[config.mk]
export PLATFORM = sky130hd
export DESIGN_NAME = rc4_ctrl
export DESIGN_NICKNAME = d
export VERILOG_FILES = /design/src/hdl/rc4_pkg.sv /design/src/hdl/rc4_ctrl.sv
export SDC_FILE = /design/constraint.sdc
export NUM_CORES = 1
export LEC_CHECK = 0
export BUFFER_PORTS_ARGS = -buffer_cell sky130_fd_sc_hd__clkbuf_2
export CELL_PAD_IN_SITES_DETAIL_PLACEMENT = 1
export CELL_PAD_IN_SITES_GLOBAL_PLACEMENT = 1
export CORE_MARGIN = 1.5
export CORE_UTILIZATION = 33
export DETAILED_ROUTE_END_ITERATION = 8
export PLACE_DENSITY = 0.84
export SETUP_SLACK_MARGIN = 0.5
export SLEW_MARGIN = 20
export SYNTH_ARGS = -nofsm -noshare
export SYNTH_HDL_FRONTEND = slang
export SYNTH_SLANG_ARGS = --single-unit
[constraint.sdc]
create_clock -name i_clk -period 2.21 [get_ports i_clk]
set_input_delay 0.5525 -clock i_clk [delete_from_list [all_inputs] [get_ports i_clk]]
set_output_delay 0.5525 -clock i_clk [all_outputs]
set_load 0.01 [all_outputs]
[src/hdl/rc4_pkg.sv]
// Shared widths, register indexes and controller/datapath command types for the RC4 core.
package rc4_pkg;

    localparam int BYTE_W        = 8;
    localparam int PERM_DEPTH    = 256;
    localparam int MAX_KEY_BYTES = 16;
    localparam int KEY_IDX_W     = 4;
    localparam int KEY_LEN_W     = 5;
    localparam int CFG_DATA_W    = 64;
    localparam int CFG_IDX_W     = 2;

    typedef logic [CFG_IDX_W-1:0] t_cfg_idx;

    localparam t_cfg_idx CFG_KEY_LOW  = 2'd0;
    localparam t_cfg_idx CFG_KEY_HIGH = 2'd1;
    localparam t_cfg_idx CFG_KEY_LEN  = 2'd2;

    // Commands from the controller; several may be set in one cycle.
    typedef struct packed {
        logic load;       // capture the input byte
        logic sched_clr;  // clear schedule counter, key counter and j
        logic fill;       // write S[n] = n, advance n
        logic tail;       // write S[j] = held S value (second half of a swap)
        logic k_rd_n;     // read S[n]
        logic k_rd_j;     // take S[n], step j with key byte, read S[j]
        logic k_wr_n;     // write S[n] = S[j], advance n and key counter
        logic idx_clr;    // clear i and j
        logic g_rd_i;     // advance i, read S[i]
        logic g_rd_j;     // take S[i], step j, read S[j]
        logic g_wr_i;     // write S[i] = S[j], read S[S[i] + S[j]]
        logic g_out;      // load the result register
    } t_dp_cmd;

    typedef struct packed {
        logic n_last;     // schedule counter at its last entry
    } t_dp_sts;

endpackage

[src/hdl/rc4_ctrl.sv]
// Sequencer for key schedule and keystream generation.
module rc4_ctrl import rc4_pkg::*; (
    input  logic    i_clk,
    input  logic    i_rst_n,
    input  logic    i_in_valid,
    input  logic    i_in_restart,
    output logic    o_in_ready,
    output logic    o_out_valid,
    input  logic    i_out_ready,
    output t_dp_cmd o_cmd,
    input  t_dp_sts i_sts
);

    typedef enum logic [9:0] {
        S_IDLE = 10'b00_0000_0001,
        S_FILL = 10'b00_0000_0010,
        S_K1   = 10'b00_0000_0100,
        S_K2   = 10'b00_0000_1000,
        S_K3   = 10'b00_0001_0000,
        S_KFIN = 10'b00_0010_0000,
        S_G1   = 10'b00_0100_0000,
        S_G2   = 10'b00_1000_0000,
        S_G3   = 10'b01_0000_0000,
        S_G4   = 10'b10_0000_0000
    } t_state;

    t_state r_state, n_state;
    logic   r_sched, n_sched;
    logic   r_tail, n_tail;
    logic   r_ovalid, n_ovalid;

    assign o_in_ready  = (r_state == S_IDLE);
    assign o_out_valid = r_ovalid;

    always_comb begin
        n_state  = r_state;
        n_sched  = r_sched;
        n_tail   = r_tail;
        n_ovalid = r_ovalid;
        o_cmd    = '0;
        if (r_ovalid && i_out_ready) begin
            n_ovalid = 1'b0;
        end
        unique case (r_state)
            S_IDLE: begin
                if (i_in_valid) begin
                    o_cmd.load = 1'b1;
                    if (i_in_restart || !r_sched) begin
                        o_cmd.sched_clr = 1'b1;
                        n_state         = S_FILL;
                    end else begin
                        n_state = S_G1;
                    end
                end
            end
            S_FILL: begin
                o_cmd.fill = 1'b1;
                if (i_sts.n_last) begin
                    n_tail  = 1'b0;
                    n_state = S_K1;
                end
            end
            S_K1: begin
                // finish the previous swap while reading the next entry
                o_cmd.k_rd_n = 1'b1;
                o_cmd.tail   = r_tail;
                n_state      = S_K2;
            end
            S_K2: begin
                o_cmd.k_rd_j = 1'b1;
                n_state      = S_K3;
            end
            S_K3: begin
                o_cmd.k_wr_n = 1'b1;
                n_tail       = 1'b1;
                n_state      = i_sts.n_last ? S_KFIN : S_K1;
            end
            S_KFIN: begin
                o_cmd.tail    = 1'b1;
                o_cmd.idx_clr = 1'b1;
                n_sched       = 1'b1;
                n_state       = S_G1;
            end
            S_G1: begin
                o_cmd.g_rd_i = 1'b1;
                n_state      = S_G2;
            end
            S_G2: begin
                o_cmd.g_rd_j = 1'b1;
                n_state      = S_G3;
            end
            S_G3: begin
                o_cmd.g_wr_i = 1'b1;
                n_state      = S_G4;
            end
            S_G4: begin
                // hold until the result register is free
                if (!r_ovalid || i_out_ready) begin
                    o_cmd.tail  = 1'b1;
                    o_cmd.g_out = 1'b1;
                    n_ovalid    = 1'b1;
                    n_state     = S_IDLE;
                end
            end
            default: begin
                n_state = S_IDLE;
            end
        endcase
    end

    always_ff @(posedge i_clk) begin
        if (!i_rst_n) begin
            r_state  <= S_IDLE;
            r_sched  <= 1'b0;
            r_tail   <= 1'b0;
            r_ovalid <= 1'b0;
        end else begin
            r_state  <= n_state;
            r_sched  <= n_sched;
            r_tail   <= n_tail;
            r_ovalid <= n_ovalid;
        end
    end

endmodule

Yosys cells after proc, flatten, opt, wreduce, memory -nomap -nowiden. Index checks and enable logic that the tools add are counted.

Equality and inequality tests: 13. Multiplexer cells: 25. Reductions and logical operators: 8.

Operators by type and width (number): $pmux 10 s10 (1); $mux 10 (3); $mux 1 (15); $eq 10x1->1 const B (1); $eq 10x10->1 const B (1); $eq 10x2->1 const B (1); $eq 10x3->1 const B (1); $eq 10x4->1 const B (1); $eq 10x5->1 const B (1); $eq 10x6->1 const B (1); $eq 10x7->1 const B (1); $eq 10x8->1 const B (1); $eq 10x9->1 const B (1); $mux 7 (1); $mux 6 (1); $ne 2x2->1 const B (3); $mux 2 (2); $pmux 1 s3 (1); $reduce_and 3->1 (1); $logic_not 1->1 (2); $logic_or 1x1->1 (2); $pmux 1 s2 (1); $reduce_and 2->1 (1); $reduce_bool 2->1 (1); $logic_and 1x1->1 (1).

Register bits after elaboration: 13. Bits of input ports: 6. Output and inout bits: 14.

Depth between registers and ports, before layout.
Depth after elaboration: 5. Mapped depth: 7. Gate-level depth less buffers: 6.

Least setup slack after synthesis. Ideal clock, no wire load.

Path kind: flip-flop to output port. Start point: register r_state[0]. End point: output o_cmd[8] (netlist name). Arrival: 1.884 ns. Path slack: -0.226 ns. Stages on the path, launching flop included: 5. Path through: dfxtp_1 -> buf_2 -> or4_1 -> nor4b_1 -> a211o_1.

RTL lines: from (decl) (line rc4_ctrl.sv:27) `t_state r_state, n_state;`; from (signal assigned) (line rc4_ctrl.sv:118) `r_state <= n_state;`; to (decl) (line rc4_ctrl.sv:10) `output t_dp_cmd o_cmd,`.

==> summary.md <==
| Metric | Value |
|---|---|
| DIE WIDTH | 50.5 um |
| Tot Pwr | 0.612 mW |
| Setup violations, final | 16 |
| WP data required | 1.66 ns |
| Syn_area_per_cell | 8.56 sq um |
| DR vias/cell | 5.20 |
| WHS | 0.494 ns |
| Number of port buffers | 19 |
| # diodes | 0 |
| VDD IR max | 0.447 mV |
| CTS tree | done |
| CP max-delay cell | or4_4 |
| RSZ-0062 raised after global routing | true |
| Asr flop ratio synth | 0 |
| Final slew viol count | 0 |
| FF+latch count, synth | 13 |
| Initial antenna violation count | 0 |
| Area Overhead vs Synth | 69.1% |
| Std-Cell Core Area | 2170 sq um |
| Total congestion overflow | 0 |
| Final Wtd Congestion | 0.815 |
| Unique masters post-synth | 37 |
| Critical path peak fanout | 4 |
| Die area | 2550 sq um |
| Cell accounting for the most synthesized area | dfxtp_1 |
| Bufs and invs on worst path | 3 |
| Synth area leaders | dfxtp_1, and3_1, o21a_1, nor2_1, nor4b_1 |
| Ys flop type | dfxtp_1 |
| Root Buffer | clkbuf_4 |
| Post-synth EDFFs | 0 |
| Synth top area share | 0.350 |
| H-tree Lvls | 1 |
| CP Cell Sequence | or4_4 -> nor4_4 -> buf_4 -> nand4b_1 -> inv_1 -> buf_2 |
| Post-synthesis cell count | 87 |
| Clock Skew | 0.00211 ns |
| PnR worst setup slack | -0.367 ns |
| Setup crit start kind | flip-flop |
| Worst Hold Class | flip-flop to flip-flop |
| Cell count after placement | 145 |
| CP arrival | 2.02 ns |
| Hold-fix buffers at CTS | 0 |
| Worst relative slew slack | 0.648 |
| Fin Setup TNS | -4.13 ns |
| # IOs | 20 |
| Rows | 17 |
| Failing checks | setup timing |
| Pleak | 0.593 nW |
| Vias in the first global route | 843 |
| Detailed Routing Iterations Pass 1 | 3 |
| Clock transition at path regs | 0.08 ns |
| Final Hold Fails | 0 |
| Nets | 140 |
| Max_cap viols | 0 |
| Fin crit share | 1.17 |
| Syn nets | 93 |
| Layout cell share with drive strength beyond 1 | 0.541 |
| DP HPWL | 1790 um |
| Clock Latency Late Sink | 0.29 ns |
| Register area share after synthesis | 0.350 |
| WL per Instance | 16.4 um |
| Crit-path leading delay family | simple AND/OR/NAND/NOR gates |
| Final min period | 2.58 ns |
| Vias | 837 |
| Placement Cell Area | 1020 sq um |
| Worst-margin pin slew | 0.521 ns |
| Most common cell in the netlist | dfxtp_1 |
| Peak Freq | 388 MHz |
| Synth warn | 0 |
| Global-route wire length before repair | 4120 um |
| Post-route ant nets | 0 |
| Routed Wire Length | 2640 um |
| Tot GR Track Use | 0.227 |
| CP Class | flip-flop to output pin |
| Deepest clock path buffer count | 2 |
| DRC | 0 |
| Final Cell Area | 1260 sq um |
| Worst setup EP type | output pin |
| PD cells | 487 nW/um^2 |
| Die Height | 50.5 um |
| Initial Util | 0.343 |
| 1st-iter DRT viols | 7 |
| Largest net degree at the start of global routing | 13 |
| Cts bufs inserted | 3 |
| Post-synth top cells | dfxtp_1, nor2_1, and3_1 |
| Slowest cell delay on critical path | 0.55 ns |
| CTS sink cnt | 13 |
| Post-synthesis instance area | 744 sq um |
| Final Instance Count excl. Fillers | 161 |
| Status | complete, but fails checks |
-- worst register-to-register path, delay by kind of cell (launching register included) --
kind                   cells  cell delay (ns)
DFF                        1             0.35
buffers and inverters      7             0.90
AOI/OAI and AO/OA          2             0.18
and+or+nand+nor            3             0.98
-- routing by layer --
metal  part of all wire  global-route usage  vias to the layer above
li1                   -                   -                      409
met1               0.40               0.249                      412
met2               0.57               0.439                       13
met3              0.024              0.0476                        3
met4             0.0083              0.0541                        0
met5                  0                   0                        -
-- placed cells by master, fill, tap and decap left out, types with 2 or more instances in the layout --
master	n
and3_1	7
buf_2	7
buf_4	20
buf_6	9
buf_8	3
clkbuf_2	9
clkbuf_4	3
dfxtp_1	12
inv_1	6
nand2_1	2
nand4b_1	2
nor2_1	7
nor2b_1	2
nor4_4	2
nor4b_1	2
o21a_1	5
o21ai_0	3
or4_4	2
xor2_1	2
-- sequential cells by signal, summed over array words and instances, names as in the netlist --
register,cells
r_state,10
o_out_valid,1
r_sched,1
r_tail,1
-- power breakdown --
group	internal [mW]	switching (mW)	total [mW]
sequential	0.238	0.00405	0.242
clock	0.0674	0.0841	0.151
combinational	0.122	0.0965	0.219
total	0.428	0.185	0.612
-- logic make-up (layout without fill, tap and decap cells) --
family                   after synthesis  in the layout  share of synthesized area
AO/OA/AOI/OAI                         17             17                      0.165
XOR/XNOR                               2              2                     0.0235
AND/OR/NAND/NOR                       41             41                      0.375
adder cells (fa/ha/maj)                1              1                     0.0134
buffers and inverters                 13             59                     0.0739
flip-flops                            13             13                      0.350
-- path summary, 6_finish.rpt --
| path | start | end | slack, ns | cells after the start |
|---|---|---|---|---|
| min | r_sched | r_sched | 0.49 | 1 |
| max reg2reg | r_state[4] | r_tail | -0.31 | 12 |
| max | r_state[4] | o_cmd[9] | -0.37 | 6 |
| min reg2reg | r_sched | r_sched | 0.49 | 1 |
-- area by class of cell --
type / instances / area, sq um
clock inverters: 1 / 5.00
well taps: 28 / 35.0
repair buffers: 48 / 377
fillers: 262 / 911
clock buffers: 3 / 22.5
inverters: 7 / 26.3
flip-flops and latches: 13 / 264
multi-input cells: 61 / 529
-- what timing repair did --
item,in CTS,in global routing
endpoints found under the setup margin,24,24
buffers inserted,9,3
gates resized for setup,17,16
hold endpoints to repair,0,0
pin swaps,6,14
-- stage by stage --
stage                     setup WS (ns)  utilization
final                            -0.367        0.580
after global placement          -0.0140        0.468
after detailed placement        -0.0321        0.468
after CTS                        -0.349        0.552
after floorplan                 -0.0569            -
after global routing             -0.440        0.580
(Power assumes the default switching activity.)
