<file path="src/hdl/rc4_pkg.sv">
// Shared widths, register indexes and controller/datapath command types for the RC4 core.
package rc4_pkg;

    localparam int BYTE_W        = 8;
    localparam int PERM_DEPTH    = 256;
    localparam int MAX_KEY_BYTES = 16;
    localparam int KEY_IDX_W     = 4;
    localparam int KEY_LEN_W     = 5;
    localparam int CFG_DATA_W    = 64;
    localparam int CFG_IDX_W     = 2;

    typedef logic [CFG_IDX_W-1:0] t_cfg_idx;

    localparam t_cfg_idx CFG_KEY_LOW  = 2'd0;
    localparam t_cfg_idx CFG_KEY_HIGH = 2'd1;
    localparam t_cfg_idx CFG_KEY_LEN  = 2'd2;

    // Commands from the controller; several may be set in one cycle.
    typedef struct packed {
        logic load;       // capture the input byte
        logic sched_clr;  // clear schedule counter, key counter and j
        logic fill;       // write S[n] = n, advance n
        logic tail;       // write S[j] = held S value (second half of a swap)
        logic k_rd_n;     // read S[n]
        logic k_rd_j;     // take S[n], step j with key byte, read S[j]
        logic k_wr_n;     // write S[n] = S[j], advance n and key counter
        logic idx_clr;    // clear i and j
        logic g_rd_i;     // advance i, read S[i]
        logic g_rd_j;     // take S[i], step j, read S[j]
        logic g_wr_i;     // write S[i] = S[j], read S[S[i] + S[j]]
        logic g_out;      // load the result register
    } t_dp_cmd;

    typedef struct packed {
        logic n_last;     // schedule counter at its last entry
    } t_dp_sts;

endpackage

</file>
<file path="src/hdl/rc4_dpath.sv">
// Permutation memory, indexes, key registers and result register.
module rc4_dpath import rc4_pkg::*; (
    input  logic                  i_clk,
    input  logic                  i_rst_n,
    input  t_dp_cmd               i_cmd,
    output t_dp_sts               o_sts,
    input  logic [BYTE_W-1:0]     i_data_byte,
    input  logic                  i_cfg_we,
    input  t_cfg_idx              i_cfg_index,
    input  logic [CFG_DATA_W-1:0] i_cfg_data,
    output logic [BYTE_W-1:0]     o_result_byte
);

    logic [BYTE_W-1:0]     r_perm [PERM_DEPTH];
    logic [BYTE_W-1:0]     r_rdata;

    logic [CFG_DATA_W-1:0] r_key_lo;
    logic [CFG_DATA_W-1:0] r_key_hi;
    logic [KEY_LEN_W-1:0]  r_key_len;

    logic [BYTE_W-1:0]     r_n;
    logic [KEY_IDX_W-1:0]  r_k;
    logic [BYTE_W-1:0]     r_i;
    logic [BYTE_W-1:0]     r_j;
    logic [BYTE_W-1:0]     r_sa;
    logic                  r_tj;
    logic [BYTE_W-1:0]     r_data;
    logic [BYTE_W-1:0]     r_out;

    logic                  mem_we;
    logic                  mem_re;
    logic [BYTE_W-1:0]     mem_waddr;
    logic [BYTE_W-1:0]     mem_wdata;
    logic [BYTE_W-1:0]     mem_raddr;

    logic [2*CFG_DATA_W-1:0] key_all;
    logic [BYTE_W-1:0]     key_b;
    logic [KEY_LEN_W-1:0]  key_len_eff;
    logic                  k_last;
    logic [BYTE_W-1:0]     j_ksa;
    logic [BYTE_W-1:0]     j_prga;
    logic [BYTE_W-1:0]     i_inc;
    logic [BYTE_W-1:0]     t_idx;

    assign key_all = {r_key_hi, r_key_lo};
    assign key_b   = key_all[r_k*BYTE_W +: BYTE_W];

    // zero length acts as one byte, long lengths saturate
    always_comb begin
        if (r_key_len == '0) begin
            key_len_eff = KEY_LEN_W'(1);
        end else if (r_key_len > KEY_LEN_W'(MAX_KEY_BYTES)) begin
            key_len_eff = KEY_LEN_W'(MAX_KEY_BYTES);
        end else begin
            key_len_eff = r_key_len;
        end
    end

    assign k_last       = ({1'b0, r_k} == (key_len_eff - KEY_LEN_W'(1)));
    assign j_ksa        = r_j + r_rdata + key_b;
    assign j_prga       = r_j + r_rdata;
    assign i_inc        = r_i + BYTE_W'(1);
    assign t_idx        = r_sa + r_rdata;
    assign o_sts.n_last = (r_n == {BYTE_W{1'b1}});
    assign o_result_byte = r_out;

    // hold the read data while no read is issued, so a stalled last step keeps it
    assign mem_re = i_cmd.k_rd_n | i_cmd.k_rd_j | i_cmd.g_rd_i | i_cmd.g_rd_j | i_cmd.g_wr_i;

    always_comb begin
        mem_we    = 1'b0;
        mem_waddr = r_j;
        mem_wdata = r_sa;
        mem_raddr = r_n;
        if (i_cmd.fill) begin
            mem_we    = 1'b1;
            mem_waddr = r_n;
            mem_wdata = r_n;
        end
        if (i_cmd.tail) begin
            mem_we    = 1'b1;
            mem_waddr = r_j;
            mem_wdata = r_sa;
        end
        if (i_cmd.k_rd_j) begin
            mem_raddr = j_ksa;
        end
        if (i_cmd.k_wr_n) begin
            mem_we    = 1'b1;
            mem_waddr = r_n;
            mem_wdata = r_rdata;
        end
        if (i_cmd.g_rd_i) begin
            mem_raddr = i_inc;
        end
        if (i_cmd.g_rd_j) begin
            mem_raddr = j_prga;
        end
        if (i_cmd.g_wr_i) begin
            mem_we    = 1'b1;
            mem_waddr = r_i;
            mem_wdata = r_rdata;
            mem_raddr = t_idx;
        end
    end

    always_ff @(posedge i_clk) begin
        if (mem_we) begin
            r_perm[mem_waddr] <= mem_wdata;
        end
    end

    // a read at the address being written returns the new value
    always_ff @(posedge i_clk) begin
        if (mem_re) begin
            if (mem_we && (mem_waddr == mem_raddr)) begin
                r_rdata <= mem_wdata;
            end else begin
                r_rdata <= r_perm[mem_raddr];
            end
        end
    end

    always_ff @(posedge i_clk) begin
        if (!i_rst_n) begin
            r_key_lo  <= '0;
            r_key_hi  <= '0;
            r_key_len <= KEY_LEN_W'(1);
        end else if (i_cfg_we) begin
            unique case (i_cfg_index)
                CFG_KEY_LOW:  r_key_lo  <= i_cfg_data;
                CFG_KEY_HIGH: r_key_hi  <= i_cfg_data;
                CFG_KEY_LEN:  r_key_len <= i_cfg_data[KEY_LEN_W-1:0];
                default: begin
                end
            endcase
        end
    end

    always_ff @(posedge i_clk) begin
        if (!i_rst_n) begin
            r_n <= '0;
            r_k <= '0;
            r_i <= '0;
            r_j <= '0;
        end else begin
            if (i_cmd.sched_clr) begin
                r_n <= '0;
                r_k <= '0;
                r_j <= '0;
            end
            if (i_cmd.fill) begin
                r_n <= r_n + BYTE_W'(1);
            end
            if (i_cmd.k_rd_j) begin
                r_j <= j_ksa;
            end
            if (i_cmd.k_wr_n) begin
                r_n <= r_n + BYTE_W'(1);
                r_k <= k_last ? '0 : r_k + KEY_IDX_W'(1);
            end
            if (i_cmd.idx_clr) begin
                r_i <= '0;
                r_j <= '0;
            end
            if (i_cmd.g_rd_i) begin
                r_i <= i_inc;
            end
            if (i_cmd.g_rd_j) begin
                r_j <= j_prga;
            end
        end
    end

    always_ff @(posedge i_clk) begin
        if (i_cmd.load) begin
            r_data <= i_data_byte;
        end
        if (i_cmd.k_rd_j || i_cmd.g_rd_j) begin
            r_sa <= r_rdata;
        end
        if (i_cmd.g_wr_i) begin
            // the output index may hit S[j], whose swap is written only in the final step
            r_tj <= (t_idx == r_j);
        end
        if (i_cmd.g_out) begin
            r_out <= (r_tj ? r_sa : r_rdata) ^ r_data;
        end
    end

endmodule

</file>
<file path="config.mk">
export PLATFORM = sky130hd
export DESIGN_NAME = rc4_dpath
export DESIGN_NICKNAME = d
export VERILOG_FILES = /design/src/hdl/rc4_pkg.sv /design/src/hdl/rc4_dpath.sv
export SDC_FILE = /design/constraint.sdc
export NUM_CORES = 2
export LEC_CHECK = 0
export ABC_AREA = 0
export BUFFER_PORTS_ARGS = -buffer_cell sky130_fd_sc_hd__buf_2
export CAP_MARGIN = 20
export CORE_ASPECT_RATIO = 0.7
export CORE_MARGIN = 8
export CORE_UTILIZATION = 40
export DETAILED_ROUTE_END_ITERATION = 16
export SYNTH_ARGS = -nofsm -noshare
export SYNTH_HDL_FRONTEND = slang
export SYNTH_SLANG_ARGS = --single-unit
</file>
<file path="constraint.sdc">
create_clock -name i_clk -period 18.05 [get_ports i_clk]
set_clock_uncertainty 0.15 [all_clocks]
set_input_delay 3.61 -clock i_clk [delete_from_list [all_inputs] [get_ports i_clk]]
set_output_delay 3.61 -clock i_clk [all_outputs]
set_load 0.02 [all_outputs]
</file>
**After elaboration in Yosys (flattened, before gate mapping)**

Memory sizes are Yosys's and may differ from the RTL's. A register that Yosys moved wholly into a read port is not among the register bits.
Index checks and enable logic that the tools add are counted.

- Bits in registers: 186
- Latch bits: 0
- Bits in writable memories: 2048
- Memory bits (read-only): 0
- Input bits: 89
- Memories kept: 1

Memories:

| memory | depth | bits a word | rd ports | clocked after Yosys merged registers in | wr ports | RTL line | source |
|---|---|---|---|---|---|---|---|
| r_perm | 256 | 8 | 1 | 1 | 1 | rc4_dpath.sv:14 | `logic [BYTE_W-1:0] r_perm [PERM_DEPTH];` |

- $add $sub $neg: 7
- $mul: 0
- Div/mod/pow operators: 0
- Magnitude comparators: 1
- Eq/ne operators: 5
- Shift-type cells: 1
- Muxes and demuxes: 32
- Bitwise gates (word level): 5
- Reduce and logical (&&, ||, !) cells: 10

Operators by type and width:

| cell | count |
|---|---|
| 8-bit two-way mux | 21 |
| 128-bit by 8-bit variable part select with 8-bit output | 1 |
| 8-bit adder | 3 |
| 8-bit by 1-bit adder with 8-bit output (second input constant) | 2 |
| 4-bit two-way mux | 3 |
| 5-bit two-way mux | 2 |
| 8-bit == test | 1 |
| 8-bit == test (second input constant) | 1 |
| 8-bit XOR | 1 |
| 1-bit two-way mux | 6 |
| 2-bit AND reduction | 3 |
| 4-bit by 5-bit == test with 1-bit output | 1 |
| 5-bit greater-than comparator (second input constant) | 1 |
| 5-bit logical NOT | 1 |
| 5-bit by 1-bit subtractor with 5-bit output (second input constant) | 1 |
| 4-bit by 1-bit adder with 4-bit output (second input constant) | 1 |
| 1-bit OR | 4 |
| 2-bit nonzero test | 2 |
| 4-bit nonzero test | 1 |
| 3-bit nonzero test | 1 |
| 2-bit by 1-bit == test with 1-bit output (second input constant) | 1 |
| 2-bit == test (second input constant) | 1 |
| 2-bit logical NOT | 1 |
| 1-bit logical OR | 1 |

**Depth between registers and ports, before layout**

- Depth after elaboration: 7
- Mapped depth: 22
- Mapped depth without buffers: 16

**Worst setup path after synthesis**

Ideal clock, no wire load.

- Path kind: in2reg
- Start point: input i_cmd[1] (netlist bit)
- End point: memory r_perm[0][5], data pin
- Setup time: 2.197 ns
- Arrival time: 14.584 ns
- Required time: 15.703 ns
- Path slack: 1.119 ns
- Cell stages on the path: 6
- Path buffers: 4
- Path through: buf_2 clkbuf_1 or2_2 clkbuf_1 clkbuf_1 o21ai_0

- Cells in the longest elaborated chain, start to end: 1

RTL lines:

| what | RTL line | source |
|---|---|---|
| from (decl) | rc4_dpath.sv:5 | `input t_dp_cmd i_cmd,` |
| 8-bit two-way mux | rc4_dpath.sv:99 | `if (i_cmd.g_wr_i) begin` |
| net mem_wdata[5] | rc4_dpath.sv:33 | `logic [BYTE_W-1:0] mem_wdata;` |
| to (decl) | rc4_dpath.sv:14 |  |

The timed path passes the listed nets, and every way through them passes these cells.

**Worst setup path after layout**

- Start point: input i_cmd[1] (netlist bit)
- End point: register r_rdata[2], read port of r_perm, data pin

- Cells in the longest elaborated chain, start to end: 1
- Elaborated cells between the ends (all ways): 2
- Classes of those cells: mux: 1; bitwise: 1

RTL lines:

| what | RTL line | source |
|---|---|---|
| 8-bit two-way mux / 1-bit OR (equally long branches) | rc4_dpath.sv:99, rc4_dpath.sv:68 |  |
| to (decl) | rc4_dpath.sv:15 | `logic [BYTE_W-1:0] r_rdata;` |

Several ways; a longest one is shown, not always the timed one.
A chain may end at the register's enable or synchronous reset.

==> qor.csv <==
stage,metric,value,unit
global_routing,grt_pass1_vias,56490,
cells_and_area,multiInputGateArea,25340,µm²
synth,synthArstFlopShare,0,
floorplan,die_width,593.4,µm
cts,clk_path_buf_depth,4,
sta,period_needed,9.238,ns
sta,setup_viol,0,
cells_and_area,fill_cells,20570,
placement,port-buffer-count,97,
synth,synth-seq-area-share,0.7041,
synth,synth_area,93330,µm²
synth,synth_cell_type_count,97,
sta,rsz0062_at_grt,no,
cts,cts_max_level,4,
cts,path_clk_slew,0.07,ns
cts,ctsResizeCount,0,
cells_and_area,area_growth,10.59,%
routing,ant_nets,0,
setup_path,r2r_cells,17,
cells_and_area,regArea,65720,µm²
floorplan,start_util,0.4019,
floorplan,io_pins,98,
floorplan,placementRows,148,
sta,max_slew.worst_pin.slew,1.297,ns
synth,avgSynthCellArea,13.45,µm²
sta,fin_ws,8.812,ns
cells_and_area,fin_nets,6955,
cts,cts_buffers,212,
global_routing,grt_use_total,0.2161,
sta,setup_tns,0,ns
sta,slew_headroom,0.1275,
synth,synth-edff-count,2081,
outcome,status,finished clean,
global_routing,grt_max_degree,206,
setup_path,crit_fanout,73,
cts,cts_hold_buf,0,
synth,yosys_warnings,0,
sta,hold_violations,0,
placement,dp_hpwl,164900,µm
routing,drt_wl_total,280600,µm
routing,num_vias,61080,
power,p_per_area,180.6,nW/µm²
global_routing,overflow,0,
floorplan,die_area,249300,µm²
routing,drt_iter0_drc,8948,
sta,clock.fmax,0.1082,GHz
placement,gp_congestion,0.9176,
global_routing,grt_pass1_wl,402900,µm
global_routing,antenna_found_initial,13,
flow_run,cap_violations,0,
cts,clockRootBuffer,clkbuf_16,
cells_and_area,drive_above_1_share,0.1004,
floorplan,die_y,420.1,µm
cts,cts.sinks,2242,
floorplan,core,232200,µm²
setup_path,cp_data_arrival_time,9.77,ns
synth,synth_seq_cells,2242,
cts,cts_setup_buffers,0,
cts,cts_tree,done,
routing,vias_per_cell,6.058,
placement,pre_cts_ws,8.131,ns
sta,finalCritPeriodShare,0.5118,
power,vdd_ir_drop_max,249.0,µV
synth,synth-main-ff-cell,edfxtp_1,
setup_path,worst-setup-path-type,in2reg,
worst_hold_path,hold_path_depth,2,
routing,drc,0,
sta,maxSlewViolCount,0,
worst_hold_path,holdCritPathClass,reg2reg,
setup_path,critPathRequiredTime,18.58,ns
setup_path,end_kind,register,
synth,synthCells,6937,
synth,syn_nets,7054,
cts,clk_latency,0.88,ns
routing,drtPass1Iterations,8,
setup_path,start_kind,input port,
routing,wire_per_inst,27.83,µm
power,p_leak,33.51,nW
-- cell families after synthesis --
logic type / share of synthesized area
AO/OA/AOI/OAI: 0.1089
AND/OR/NAND/NOR: 0.1197
multiplexers: 0.03245
buffers and inverters: 0.02703
flip-flops: 0.7041
adder cells (fa/ha/maj): 0.003995
XOR/XNOR: 0.003847
-- Yosys cell counts (42+ instances only) --
| master | n | share of area |
|---|---|---|
| nand3_1 | 300 | 0.016 |
| a32oi_1 | 164 | 0.015 |
| a21oi_1 | 65 | 0.0035 |
| mux4_2 | 103 | 0.025 |
| a31oi_1 | 182 | 0.012 |
| mux2i_1 | 54 | 0.0058 |
| nor2_1 | 307 | 0.012 |
| clkbuf_1 | 302 | 0.012 |
| a21boi_0 | 132 | 0.011 |
| and3_1 | 288 | 0.019 |
| edfxtp_1 | 2081 | 0.67 |
| a211oi_1 | 194 | 0.016 |
| buf_1 | 42 | 0.0017 |
| a311oi_1 | 110 | 0.010 |
| a22oi_1 | 65 | 0.0052 |
| nand2_1 | 1434 | 0.058 |
| o21ai_0 | 199 | 0.011 |
| buf_2 | 179 | 0.0096 |
| dfxtp_1 | 161 | 0.035 |
-- critical path: stages --
cell,delay [ns]
buf_2,0.57
nand2_1,0.25
o31ai_4,0.15
buf_4,0.49
buf_4,0.74
buf_4,0.76
and3_1,0.25
a211oi_1,0.05
a311oi_1,0.59
a2111oi_0,0.16
buf_4,0.20
a211o_1,0.25
a211oi_1,0.89
o211ai_1,0.42
a31oi_1,0.27
-- worst paths after layout --
check	from	endpoint	slack, ns
worst max register to register	r_k[0]	r_rdata[2]	9.37
worst min-delay path	r_key_hi[22]	r_key_hi[22]	0.31
worst min register to register	r_key_hi[22]	r_key_hi[22]	0.31
worst max-delay path	i_cmd[1]	r_rdata[2]	8.81
-- per-stage QoR --
step           hold WS [ns]  total power, mW  std cells    util  cell area (µm²)
4_1_cts              0.3128            18.43      10070  0.4440           103100
2_1_floorplan        0.2902            11.50       6937       -            93330
3_3_place_gp         0.2983            14.08       9676  0.4157            96520
3_5_place_dp         0.3052            14.18       9686  0.4161            96620
5_1_grt              0.3274            19.24      10080  0.4444           103200
6_report             0.3111            18.64      10080  0.4445           103200
-- cell type report --
class | count | area share
multi-input combinational | 4131 | 0.2455
antenna | 5 | 0.0001212
sequential | 2242 | 0.6367
timing repair buffer | 243 | 0.01730
inverter | 8 | 0.0002909
clock inverter | 104 | 0.007395
clock buffer | 275 | 0.05544
tap | 3075 | 0.03728
-- layout by cell type, fill, tap and decap left out, types with 14 or more instances in the layout --
| cell type | synthesis | final |
|---|---|---|
| clkinv_2 | 0 | 37 |
| dfxtp_1 | 161 | 159 |
| clkinv_1 | 1 | 47 |
| nor2b_1 | 32 | 32 |
| a32o_1 | 37 | 37 |
| xor2_1 | 14 | 14 |
| a211oi_1 | 194 | 194 |
| nand4_1 | 32 | 32 |
| a2111oi_0 | 29 | 15 |
| a32oi_1 | 164 | 164 |
| nand2_1 | 1434 | 1433 |
| nor2_1 | 307 | 305 |
| a22oi_1 | 65 | 65 |
| a31oi_1 | 182 | 182 |
| buf_4 | 16 | 109 |
| buf_12 | 0 | 15 |
| xnor2_1 | 27 | 27 |
| nand3_1 | 300 | 300 |
| nor3_1 | 30 | 29 |
| a21oi_1 | 65 | 65 |
| o32ai_1 | 14 | 14 |
| o21ai_0 | 199 | 191 |
| edfxtp_1 | 2081 | 2081 |
| a311oi_1 | 110 | 110 |
| nand3b_1 | 15 | 15 |
| ha_1 | 25 | 25 |
| buf_2 | 179 | 103 |
| clkbuf_1 | 302 | 50 |
| and3_1 | 288 | 287 |
| mux2_2 | 15 | 15 |
| a21boi_0 | 132 | 132 |
| clkbuf_16 | 0 | 217 |
| mux2i_1 | 54 | 54 |
| a22o_1 | 30 | 30 |
| mux4_2 | 103 | 103 |
| a21o_1 | 24 | 24 |
-- flip-flops by register name, summed over array words and instances (netlist names) --
register	cells
r_sa	8
r_j	8
r_rdata	8
r_key_hi	64
r_key_len	5
r_tj	1
o_result_byte	8
r_perm	2048
r_key_lo	64
r_k	4
r_i	8
r_n	8
r_data	8
-- metal layers --
layer | vias to the layer above | share of wire | wire length [µm] | global-route usage
li1 | 26380 | - | - | -
met3 | 472 | 0.12 | 33770 | 0.06285
met5 | - | 0.00027 | 76 | 0
met2 | 3270 | 0.41 | 115600 | 0.2985
met4 | 10 | 0.027 | 7616 | 0.05872
met1 | 30940 | 0.44 | 123500 | 0.3293
-- power by group --
group / switching, mW / total [mW] / internal [mW]
combinational: 5.75 / 7.86 / 2.11
sequential: 0.0878 / 6.48 / 6.39
clock: 1.95 / 4.31 / 2.36
(Power assumes the default switching activity.)
